## src/hdl/ipv6_literal_validator_unit_macros.svh

```systemverilog
// Assertion helpers used by the top-level RTL file.
`ifndef IPV6_LITERAL_VALIDATOR_UNIT_MACROS_SVH
`define IPV6_LITERAL_VALIDATOR_UNIT_MACROS_SVH

// Same-cycle implication, checked outside reset.
`define IPV6LV_ASSERT_NOW(label, ante, cons) \
   label: assert property (@(posedge clock) disable iff (reset) (ante) |-> (cons)) \
      else $error("ipv6lv assertion failed");

// Next-cycle implication, checked outside reset.
`define IPV6LV_ASSERT_NEXT(label, ante, cons) \
   label: assert property (@(posedge clock) disable iff (reset) (ante) |=> (cons)) \
      else $error("ipv6lv assertion failed");

`endif

```

## src/hdl/ipv6lv_pkg.sv

```systemverilog
package ipv6lv_pkg;

   localparam logic [7:0] CHAR_PERCENT  = 8'h25;
   localparam logic [7:0] CHAR_LBRACKET = 8'h5B;
   localparam logic [7:0] CHAR_RBRACKET = 8'h5D;
   localparam logic [7:0] CHAR_COLON    = 8'h3A;
   localparam logic [7:0] CHAR_TWO      = 8'h32;
   localparam logic [7:0] CHAR_FIVE     = 8'h35;

   localparam logic [2:0] GROUP_MAX           = 3'd4;
   localparam logic [2:0] GLEN_SAT            = 3'd5;
   localparam logic [3:0] CGRP_SAT            = 4'd15;
   localparam logic [3:0] COLONS_FULL         = 4'd7;
   localparam logic [3:0] COLONS_DOUBLE_LIMIT = 4'd6;
   localparam logic [1:0] ZPOS_SAT            = 2'd3;
   localparam logic [1:0] ZPOS_BR_MIN         = 2'd3;
   localparam logic [1:0] ZPOS_PLAIN_MIN      = 2'd1;

   typedef enum logic [1:0] {
      PH_START,
      PH_ADDR,
      PH_ZONE
   } phase_type;

   typedef struct packed {
      phase_type  phase;
      logic       mode;
      logic [2:0] glen;
      logic [3:0] cgrp;
      logic       dseen;
      logic [1:0] zpos;
      logic       failed;
   } scan_state_type;

   localparam scan_state_type SCAN_CLEAR = '{
      phase:  PH_START,
      mode:   1'b0,
      glen:   3'd0,
      cgrp:   4'd0,
      dseen:  1'b0,
      zpos:   2'd0,
      failed: 1'b0
   };

   typedef struct packed {
      logic [7:0] char_byte;
      logic       last_byte;
      logic       bracketed;
   } req_item_type;

   typedef struct packed {
      logic emit;
      logic is_valid;
   } verdict_type;

   function automatic logic is_hex(input logic [7:0] c);
      return (c >= 8'h30 && c <= 8'h39) || (c >= 8'h61 && c <= 8'h66) ||
             (c >= 8'h41 && c <= 8'h46);
   endfunction

   function automatic logic is_alnum(input logic [7:0] c);
      return (c >= 8'h30 && c <= 8'h39) || (c >= 8'h61 && c <= 8'h7A) ||
             (c >= 8'h41 && c <= 8'h5A);
   endfunction

endpackage

```

## src/hdl/ipv6lv_if.sv

```systemverilog
interface ipv6lv_req_if;
   logic       valid;
   logic       ready;
   logic [7:0] char_byte;
   logic       last_byte;
   logic       bracketed;

   modport source (output valid, output char_byte, output last_byte, output bracketed,
                   input ready);
   modport sink (input valid, input char_byte, input last_byte, input bracketed,
                 output ready);
endinterface

interface ipv6lv_rsp_if;
   logic valid;
   logic ready;
   logic is_valid;

   modport source (output valid, output is_valid, input ready);
   modport sink (input valid, input is_valid, output ready);
endinterface

```

## src/hdl/ipv6lv_scan.sv

```systemverilog
module ipv6lv_scan import ipv6lv_pkg::*; (
   input  logic         clock,
   input  logic         reset,
   input  logic         step,
   input  req_item_type item,
   output verdict_type  verdict
);

   scan_state_type state_ff;
   scan_state_type state_in;
   scan_state_type cur;

   // One address or zone byte.
   function automatic scan_state_type take_content(input scan_state_type s,
                                                   input logic [7:0] c);
      scan_state_type r;
      r = s;
      if (s.phase == PH_ZONE) begin
         case (s.zpos)
            2'd0: begin
               if (s.mode ? (c != CHAR_TWO) : !is_alnum(c)) r.failed = 1'b1;
            end
            2'd1: begin
               if (s.mode && c != CHAR_FIVE) r.failed = 1'b1;
            end
            2'd2: begin
               if (s.mode && !is_alnum(c)) r.failed = 1'b1;
            end
            default: begin
            end
         endcase
         if (s.zpos < ZPOS_SAT) r.zpos = s.zpos + 2'd1;
      end else if (c == CHAR_PERCENT) begin
         if (s.glen == 3'd0) r.failed = 1'b1;
         r.phase = PH_ZONE;
         r.zpos  = 2'd0;
      end else if (c == CHAR_COLON) begin
         if (s.glen == 3'd0) begin
            if (s.dseen) r.failed = 1'b1;
            r.dseen = 1'b1;
         end else if (s.cgrp < CGRP_SAT) begin
            r.cgrp = s.cgrp + 4'd1;
         end
         r.glen = 3'd0;
      end else if (is_hex(c)) begin
         if (s.glen < GLEN_SAT) r.glen = s.glen + 3'd1;
         if (r.glen > GROUP_MAX) r.failed = 1'b1;
      end else begin
         r.failed = 1'b1;
      end
      return r;
   endfunction

   always_comb begin
      cur = state_ff;
      if (state_ff.phase == PH_START) begin
         cur       = SCAN_CLEAR;
         cur.mode  = item.bracketed;
         cur.phase = PH_ADDR;
      end
      state_in = cur;
      verdict  = '0;
      if (state_ff.phase == PH_START && item.bracketed) begin
         // opening bracket only; a lone byte is rejected outright
         if (item.char_byte != CHAR_LBRACKET || item.last_byte) state_in.failed = 1'b1;
         if (item.last_byte) begin
            verdict.emit     = 1'b1;
            verdict.is_valid = 1'b0;
            state_in         = SCAN_CLEAR;
         end
      end else if (!item.last_byte) begin
         state_in = take_content(cur, item.char_byte);
      end else begin
         if (cur.mode) begin
            if (item.char_byte != CHAR_RBRACKET) state_in.failed = 1'b1;
         end else begin
            state_in = take_content(cur, item.char_byte);
         end
         if (state_in.phase == PH_ZONE) begin
            if (state_in.zpos < (state_in.mode ? ZPOS_BR_MIN : ZPOS_PLAIN_MIN))
               state_in.failed = 1'b1;
         end else if (state_in.glen == 3'd0 || state_in.glen > GROUP_MAX) begin
            state_in.failed = 1'b1;
         end
         verdict.emit     = 1'b1;
         verdict.is_valid = !state_in.failed &&
                            (state_in.dseen ? (state_in.cgrp < COLONS_DOUBLE_LIMIT)
                                            : (state_in.cgrp == COLONS_FULL));
         state_in = SCAN_CLEAR;
      end
   end

   always_ff @(posedge clock) begin
      if (reset) begin
         state_ff <= SCAN_CLEAR;
      end else if (step) begin
         state_ff <= state_in;
      end
   end

endmodule

```

## src/hdl/ipv6_literal_validator_unit.sv

```systemverilog
// IPv6 literal checker for a byte stream: one string byte per req item, with
// last_byte marking the end and bracketed (taken from the first byte) selecting
// the "[addr%25zone]" form. One verdict item (is_valid) comes out per string,
// on rsp, from the result register once its last byte leaves the input register.
// The block takes one byte every cycle unless a stalled rsp holds it; the per-byte
// scan state is updated by logic between the input register and the result
// register, and the input register keeps accepting while a verdict waits in the
// result register unless the waiting byte would itself emit one.
`include "ipv6_literal_validator_unit_macros.svh"

module ipv6_literal_validator_unit import ipv6lv_pkg::*; (
   input logic             clock,
   input logic             reset,
   ipv6lv_req_if.sink      req_if,
   ipv6lv_rsp_if.source    rsp_if
);

   logic         in_valid_ff;
   logic         in_valid_in;
   req_item_type in_item_ff;
   logic         out_valid_ff;
   logic         out_valid_in;
   logic         out_bit_ff;
   logic         advance;
   logic         req_take;
   verdict_type  verdict;

   ipv6lv_scan u_scan (
      .clock   (clock),
      .reset   (reset),
      .step    (advance),
      .item    (in_item_ff),
      .verdict (verdict)
   );

   // a byte that emits needs room in the result register
   assign advance = in_valid_ff &&
                    (!verdict.emit || !out_valid_ff || rsp_if.ready);
   assign req_if.ready = !in_valid_ff || advance;
   assign req_take     = req_if.valid && req_if.ready;

   always_comb begin
      in_valid_in = in_valid_ff;
      if (req_take) begin
         in_valid_in = 1'b1;
      end else if (advance) begin
         in_valid_in = 1'b0;
      end
      out_valid_in = out_valid_ff;
      if (advance && verdict.emit) begin
         out_valid_in = 1'b1;
      end else if (rsp_if.ready) begin
         out_valid_in = 1'b0;
      end
   end

   always_ff @(posedge clock) begin
      if (reset) begin
         in_valid_ff  <= 1'b0;
         out_valid_ff <= 1'b0;
      end else begin
         in_valid_ff  <= in_valid_in;
         out_valid_ff <= out_valid_in;
      end
   end

   always_ff @(posedge clock) begin
      if (req_take) begin
         in_item_ff.char_byte <= req_if.char_byte;
         in_item_ff.last_byte <= req_if.last_byte;
         in_item_ff.bracketed <= req_if.bracketed;
      end
      if (advance && verdict.emit) begin
         out_bit_ff <= verdict.is_valid;
      end
   end

   assign rsp_if.valid    = out_valid_ff;
   assign rsp_if.is_valid = out_bit_ff;

   `IPV6LV_ASSERT_NOW(a_no_overwrite, out_valid_ff && !rsp_if.ready, !(advance && verdict.emit))
   `IPV6LV_ASSERT_NEXT(a_emit_lands, advance && verdict.emit, out_valid_ff)
   `IPV6LV_ASSERT_NEXT(a_hold_byte, in_valid_ff && !advance, in_valid_ff)
   `IPV6LV_ASSERT_NOW(a_emit_on_last, advance && in_item_ff.last_byte, verdict.emit)

endmodule

```

## src/flat_wrapper.sv

```systemverilog
// flat-port wrapper written by rule: the top's interface ports become plain ports
module ipv6_literal_validator_unit_flat import ipv6lv_pkg::*;
  (clock, reset, req_if_valid, req_if_char_byte, req_if_last_byte, req_if_bracketed, req_if_ready, rsp_if_valid, rsp_if_is_valid, rsp_if_ready);
  ipv6lv_req_if req_if_i ();
  ipv6lv_rsp_if rsp_if_i ();
  input logic clock;
  input logic reset;
  input wire logic [$bits(req_if_i.valid)-1:0] req_if_valid;
  input wire logic [$bits(req_if_i.char_byte)-1:0] req_if_char_byte;
  input wire logic [$bits(req_if_i.last_byte)-1:0] req_if_last_byte;
  input wire logic [$bits(req_if_i.bracketed)-1:0] req_if_bracketed;
  output wire logic [$bits(req_if_i.ready)-1:0] req_if_ready;
  output wire logic [$bits(rsp_if_i.valid)-1:0] rsp_if_valid;
  output wire logic [$bits(rsp_if_i.is_valid)-1:0] rsp_if_is_valid;
  input wire logic [$bits(rsp_if_i.ready)-1:0] rsp_if_ready;
  assign req_if_i.valid = req_if_valid;
  assign req_if_i.char_byte = req_if_char_byte;
  assign req_if_i.last_byte = req_if_last_byte;
  assign req_if_i.bracketed = req_if_bracketed;
  assign req_if_ready = req_if_i.ready;
  assign rsp_if_valid = rsp_if_i.valid;
  assign rsp_if_is_valid = rsp_if_i.is_valid;
  assign rsp_if_i.ready = rsp_if_ready;
  ipv6_literal_validator_unit u_core (.clock(clock), .reset(reset), .req_if(req_if_i), .rsp_if(rsp_if_i));
endmodule
```

## config.mk

```make
export PLATFORM = sky130hd
export DESIGN_NAME = ipv6_literal_validator_unit_flat
export DESIGN_NICKNAME = d
export VERILOG_FILES = /design/src/hdl/ipv6lv_pkg.sv /design/src/hdl/ipv6lv_if.sv /design/src/hdl/ipv6lv_scan.sv /design/src/hdl/ipv6_literal_validator_unit.sv /design/src/flat_wrapper.sv
export VERILOG_INCLUDE_DIRS = /design/src /design/src/hdl
export SDC_FILE = /design/constraint.sdc
export NUM_CORES = 1
export LEC_CHECK = 0
export ABC_AREA = 1
export BUFFER_PORTS_ARGS = -buffer_cell sky130_fd_sc_hd__clkbuf_2
export CORE_MARGIN = 1.5
export CORE_UTILIZATION = 25
export DETAILED_ROUTE_END_ITERATION = 6
export GPL_TIMING_DRIVEN = 1
export HOLD_SLACK_MARGIN = 0.15
export PLACE_DENSITY_LB_ADDON = 0.1
export SYNTH_ARGS = -nofsm -noshare
export SYNTH_HDL_FRONTEND = slang
export SYNTH_HIERARCHICAL = 1
export SYNTH_SLANG_ARGS = --single-unit
```

## constraint.sdc

```tcl
create_clock -name clock -period 2.9 [get_ports clock]
set_input_delay 0 -clock clock [delete_from_list [all_inputs] [get_ports clock]]
set_output_delay 0 -clock clock [all_outputs]
set_load 0.05 [all_outputs]
```

== After elaboration in Yosys (flattened, before gate mapping) ==
Cells that the tools add are included.
Operators by class
  $add $sub $neg: 3
  multipliers: 0
  div/mod/pow operators: 0
  magnitude comparators: 16
  eq/ne operators: 11
  shift operators: 0
  multiplexer cells: 68
  bitwise gates (word level): 0
  reductions and logical operators: 32
Operators by type and width (count)
  2-to-1 mux 14 bit: 4
  2-to-1 mux 3 bit: 16
  2-to-1 mux 13 bit: 3
  less-or-equal comparator 8 x 7 -> 1 bit, second input constant: 4
  2-to-1 mux 8 bit: 4
  2-to-1 mux 1 bit: 29
  equality test 8 x 6 -> 1 bit, second input constant: 2
  greater-or-equal comparator 8 x 7 -> 1 bit, second input constant: 2
  2-to-1 mux 2 bit: 8
  != test 8 x 6 -> 1 bit, second input constant: 2
  != test 8 x 7 -> 1 bit, second input constant: 2
  logical AND 1 bit: 12
  > comparator 3 bit, second input constant: 3
  logical OR 1 bit: 9
  greater-or-equal comparator 8 x 6 -> 1 bit, second input constant: 1
  less-or-equal comparator 8 x 6 -> 1 bit, second input constant: 1
  2-to-1 mux 4 bit: 2
  equality test 2 bit, second input constant: 3
  logical NOT 3 bit: 2
  logical NOT 1 bit: 5
  2-to-1 mux 5 bit: 1
  adder 4 x 1 -> 4 bit, second input constant: 1
  equality test 4 x 3 -> 1 bit, second input constant: 1
  logical NOT 2 bit: 2
  10 further kinds: 11
Word-level totals
  flip-flop bits (word level): 27
  latch bits: 0
  memory bits (writable): 0
  ROM bits: 0
  bits of input ports: 14
  output and inout port bits: 3
  word-level logic and storage cells: 143
  memories: 0

== Logic depth before layout (Yosys ltp) ==
  word-level depth: 37
  mapped depth: 17
  gate-level depth less buffers: 17

== Cells and area by module ==
The synthesis kept the hierarchy.
By module, submodules not included
  ipv6lv_scan: times used 1, cells each 280, area an instance 1574.0 um2, seq. area each 280.3 um2
  ipv6_literal_validator_unit: times used 1, cells each 29, area an instance 449.2 um2, seq. area each 370.4 um2

== Worst setup path before layout ==
No wires, ideal clock.
  path kind: register to register
  from: reg u_core/u_scan/state_ff[13] (netlist bit)
  to: reg u_core.out_bit_ff (netlist: u_core/rsp_if.is_valid), data pin
  library setup time: 0.138 ns
  arrival: 1.877 ns
  required time: 2.762 ns
  slack: 0.885 ns
  stages on the path, launching flop included: 17
  buffers on the path: 0
  period minus slack after synthesis: 2.015 ns
  cells stage by stage: dfxtp_1 nor2_4 nor2_1 inv_1 ha_1 nand3b_1 nor2_1 nand3_1 nand2_1 inv_1 nand3_1 nand4_1 nand2_1 nand2_1 nor2_1 nand2_1 nor2_1
RTL lines
  from (decl): RTL line ipv6lv_scan.sv:9  | scan_state_type state_ff;
  from (signal assigned): RTL line ipv6lv_scan.sv:97  | state_ff <= state_in;
  to (signal assigned): RTL line ipv6_literal_validator_unit.sv:74  | out_bit_ff <= verdict.is_valid;
  to (decl): RTL line ipv6_literal_validator_unit.sv:23  | logic out_bit_ff;

==> impl_metrics.json <==
{
  "outcome": "finished clean",
  "yosysMostFrequentCell": "nand2_1",
  "maxSlewHeadroom_pct": 68.7,
  "grtUsageMet2_pct": 25.3,
  "core_sq_um": 7770,
  "ys_seq_area_share_pct": 32.2,
  "htree_levels": 1,
  "via_count": 1995,
  "top_usage_layer": "met2",
  "crit_path_end": "u_core/rsp_if.is_valid$_DFFE_PP_",
  "synth-edff-count": 11,
  "fin_nets": 362,
  "leakagePower_nw": 1.07,
  "area_growth_pct": 18.4,
  "critPathLaunch": "u_core/u_scan/state_ff[13]$_SDFFE_PP0P_",
  "worst_pin_slew_ps": 465,
  "min_period_ps": 2430,
  "wl_mm": 5.74,
  "finalCritPeriodShare_pct": 83.7,
  "portBuffers": 16,
  "vdd_drop_max_v": 0.000173,
  "r2r_setup_slack_ps": 470,
  "synth_common_cells": "89 x nand2_1, 45 x inv_1, 41 x nor2_1, 18 x a21oi_1, 16 x dfxtp_1",
  "clk_pin_slew_worst_paths_ps": 110,
  "grt_use_met3_pct": 2.05,
  "grt_pass1_vias": 2044,
  "drt-pass1-iter-count": 4,
  "num_rows": 32,
  "synth_nets": 330,
  "initial_core_util_pct": 26.0,
  "skew_ps": 13.6,
  "clock_latency_ps": 280,
  "synth_ff_type": "dfxtp_1",
  "met1_usage_pct": 19.8,
  "cts.sinks": 27,
  "cp_max_fo": 8,
  "r2r-end": "u_core/rsp_if.is_valid$_DFFE_PP_",
  "r2r_start": "u_core/u_scan/state_ff[13]$_SDFFE_PP0P_",
  "yosysWarnings": 6,
  "required_ps": 3050,
  "endpoint_kind": "register",
  "ys_ff_latch": 27,
  "antenna_left": 0,
  "syn-instance-count": 309,
  "maxCapViolations": 0,
  "crit_type": "register to register",
  "grt_usage_pct": 14.9,
  "viasPerCell": 4.51,
  "cp.arrival_ps": 2580,
  "ys_types": 33,
  "antenna_found_initial": 0,
  "place_area_sq_um": 2220,
  "finish.instance_area_sq_um": 2390,
  "layout-drive-gt1-share_pct": 14.4,
  "slew_viol_final": 0,
  "grt-ovfl-total": 0,
  "n_antenna_cell": 0,
  "drtIter0Drc": 91,
  "critPathLaunchType": "register",
  "pwr_density_cell_nw_per_um2": 316,
  "synth_area_sq_um": 2020,
  "worst_hold_path_type": "primary input to register",
  "netlist.area_leader.share_pct": 16.5,
  "hold_violations": 0,
  "holdPathStages": 2,
  "async_flop_share_pct": 0,
  "globalplace.congestion": 0.808,
  "finish.utilization_pct": 30.8,
  "clock_path_buffers": 2,
  "grt_pass1_wl_mm": 10.1,
  "rsz0062_at_grt": "no",
  "rr_worst_depth": 16,
  "die_w_um": 93.0,
  "cts_root_buffer": "clkbuf_8",
  "max_freq_mhz": 412,
  "grt_max_degree": 17,
  "post-dp-hpwl_mm": 4.31,
  "post_synth.cell_area_avg_sq_um": 6.55,
  "numCtsBuffers": 3,
  "synthTopCellsByArea": "nand2_1 17%, edfxtp_1 16%, dfxtp_1 16%",
  "boundaryPins": 17,
  "wl_per_cell_um": 13.0,
  "setup_tns_ps": 0,
  "dieArea_sq_um": 8640,
  "synth_top_area_cell": "nand2_1",
  "drt_drc_violations_left": 0,
  "setup-violations-final": 0,
  "cts_tree": "built",
  "die_h_um": 93.0
}
[what timing repair did]
| item | 4_1_cts | 5_1_grt |
|---|---|---|
| endpoints found under the hold margin | 12 | 0 |
| setup buffers | 0 | 0 |
| gates resized for setup | 0 | 0 |
| setup endpoints to repair | 0 | 0 |
| hold buffers | 13 | 0 |
[critical path, cell delays in order (launching register included)]
cell      delay [ps]
dfxtp_1          440
nor2_4           100
nor2_1           260
inv_1            110
ha_1             340
nand3b_1         170
nor2_1           120
nand3_1           80
nand2_1           60
inv_1             40
nand3_1           90
nand4_1          100
nand2_1          100
nand2_1           60
nor2_1            80
nand2_1           50
nor2_1           100
[through the flow]
step | power [mW] | cells | hold slack [ps] | worst slack [ps]
after floorplan | 0.490 | 309 | 62.4 | 885
after global placement | 0.524 | 425 | 177 | 437
after detailed placement | 0.521 | 425 | 179 | 500
after CTS | 0.773 | 442 | 167 | 431
after global routing | 0.800 | 442 | 219 | 223
final | 0.756 | 442 | 190 | 474
[cell families after synthesis]
family	count (synthesis)	share of synthesized area [%]
DFF	27	32.2
AOI/OAI and AO/OA	36	9.77
buffers and inverters	55	10.8
adders and majority gates	7	4.33
and+or+nand+nor	184	43.0
[per-layer routing]
layer,wire [um],vias to the layer above
met1,2940,901
met3,215,4
met5,0,-
met2,2530,46
met4,51,0
li1,-,1044
[cell usage in the layout (no fill, tap or decap), types with 5 or more instances in the layout]
cell           count
nand3_1           15
nand2_1           89
ha_1               7
inv_1             45
dlygate4sd3_1     13
a21oi_1           18
o21ai_0            7
clkbuf_2          16
edfxtp_1          11
inv_2              5
dfxtp_1           16
nor2_1            41
nand2_2            8
nand4_1           10
[area by class of cell]
class                   count  area, sq um
clock buffers               4         45.0
fillers                   883         5370
inverters                  51          191
multi-input cells         227         1150
flip-flops and latches     27          651
well taps                 102          128
repair buffers             31          225
[worst min path at each step]
stage | start | to
CTS | reset | u_core/u_scan/state_ff[7]$_SDFFE_PP0P_
detailed placement | req_if_char_byte[2] | u_core/in_item_ff[4]$_DFFE_PP_
global placement | req_if_char_byte[3] | u_core/in_item_ff[5]$_DFFE_PP_
floorplan | reset | u_core/in_valid_ff$_SDFFE_PP0P_
global route | reset | u_core/u_scan/state_ff[12]$_SDFFE_PP0P_
finish | reset | u_core/u_scan/state_ff[7]$_SDFFE_PP0P_
[registers in the layout, indices dropped and copies added (netlist names)]
register / flops
u_core/in_item_ff: 10
u_core/in_valid_ff: 1
u_core/rsp_if.is_valid: 1
u_core/rsp_if.valid: 1
u_core/u_scan/state_ff: 14
[power breakdown]
group / leakage (nW) / total (mW) / internal [mW] / switching [mW]
clock network: 0.0228 / 0.230 / 0.0989 / 0.131
registers: 0.235 / 0.419 / 0.408 / 0.0116
logic: 0.809 / 0.107 / 0.0389 / 0.0680
total: 1.07 / 0.756 / 0.546 / 0.210
Note: power is estimated with default switching activity, not from simulation.
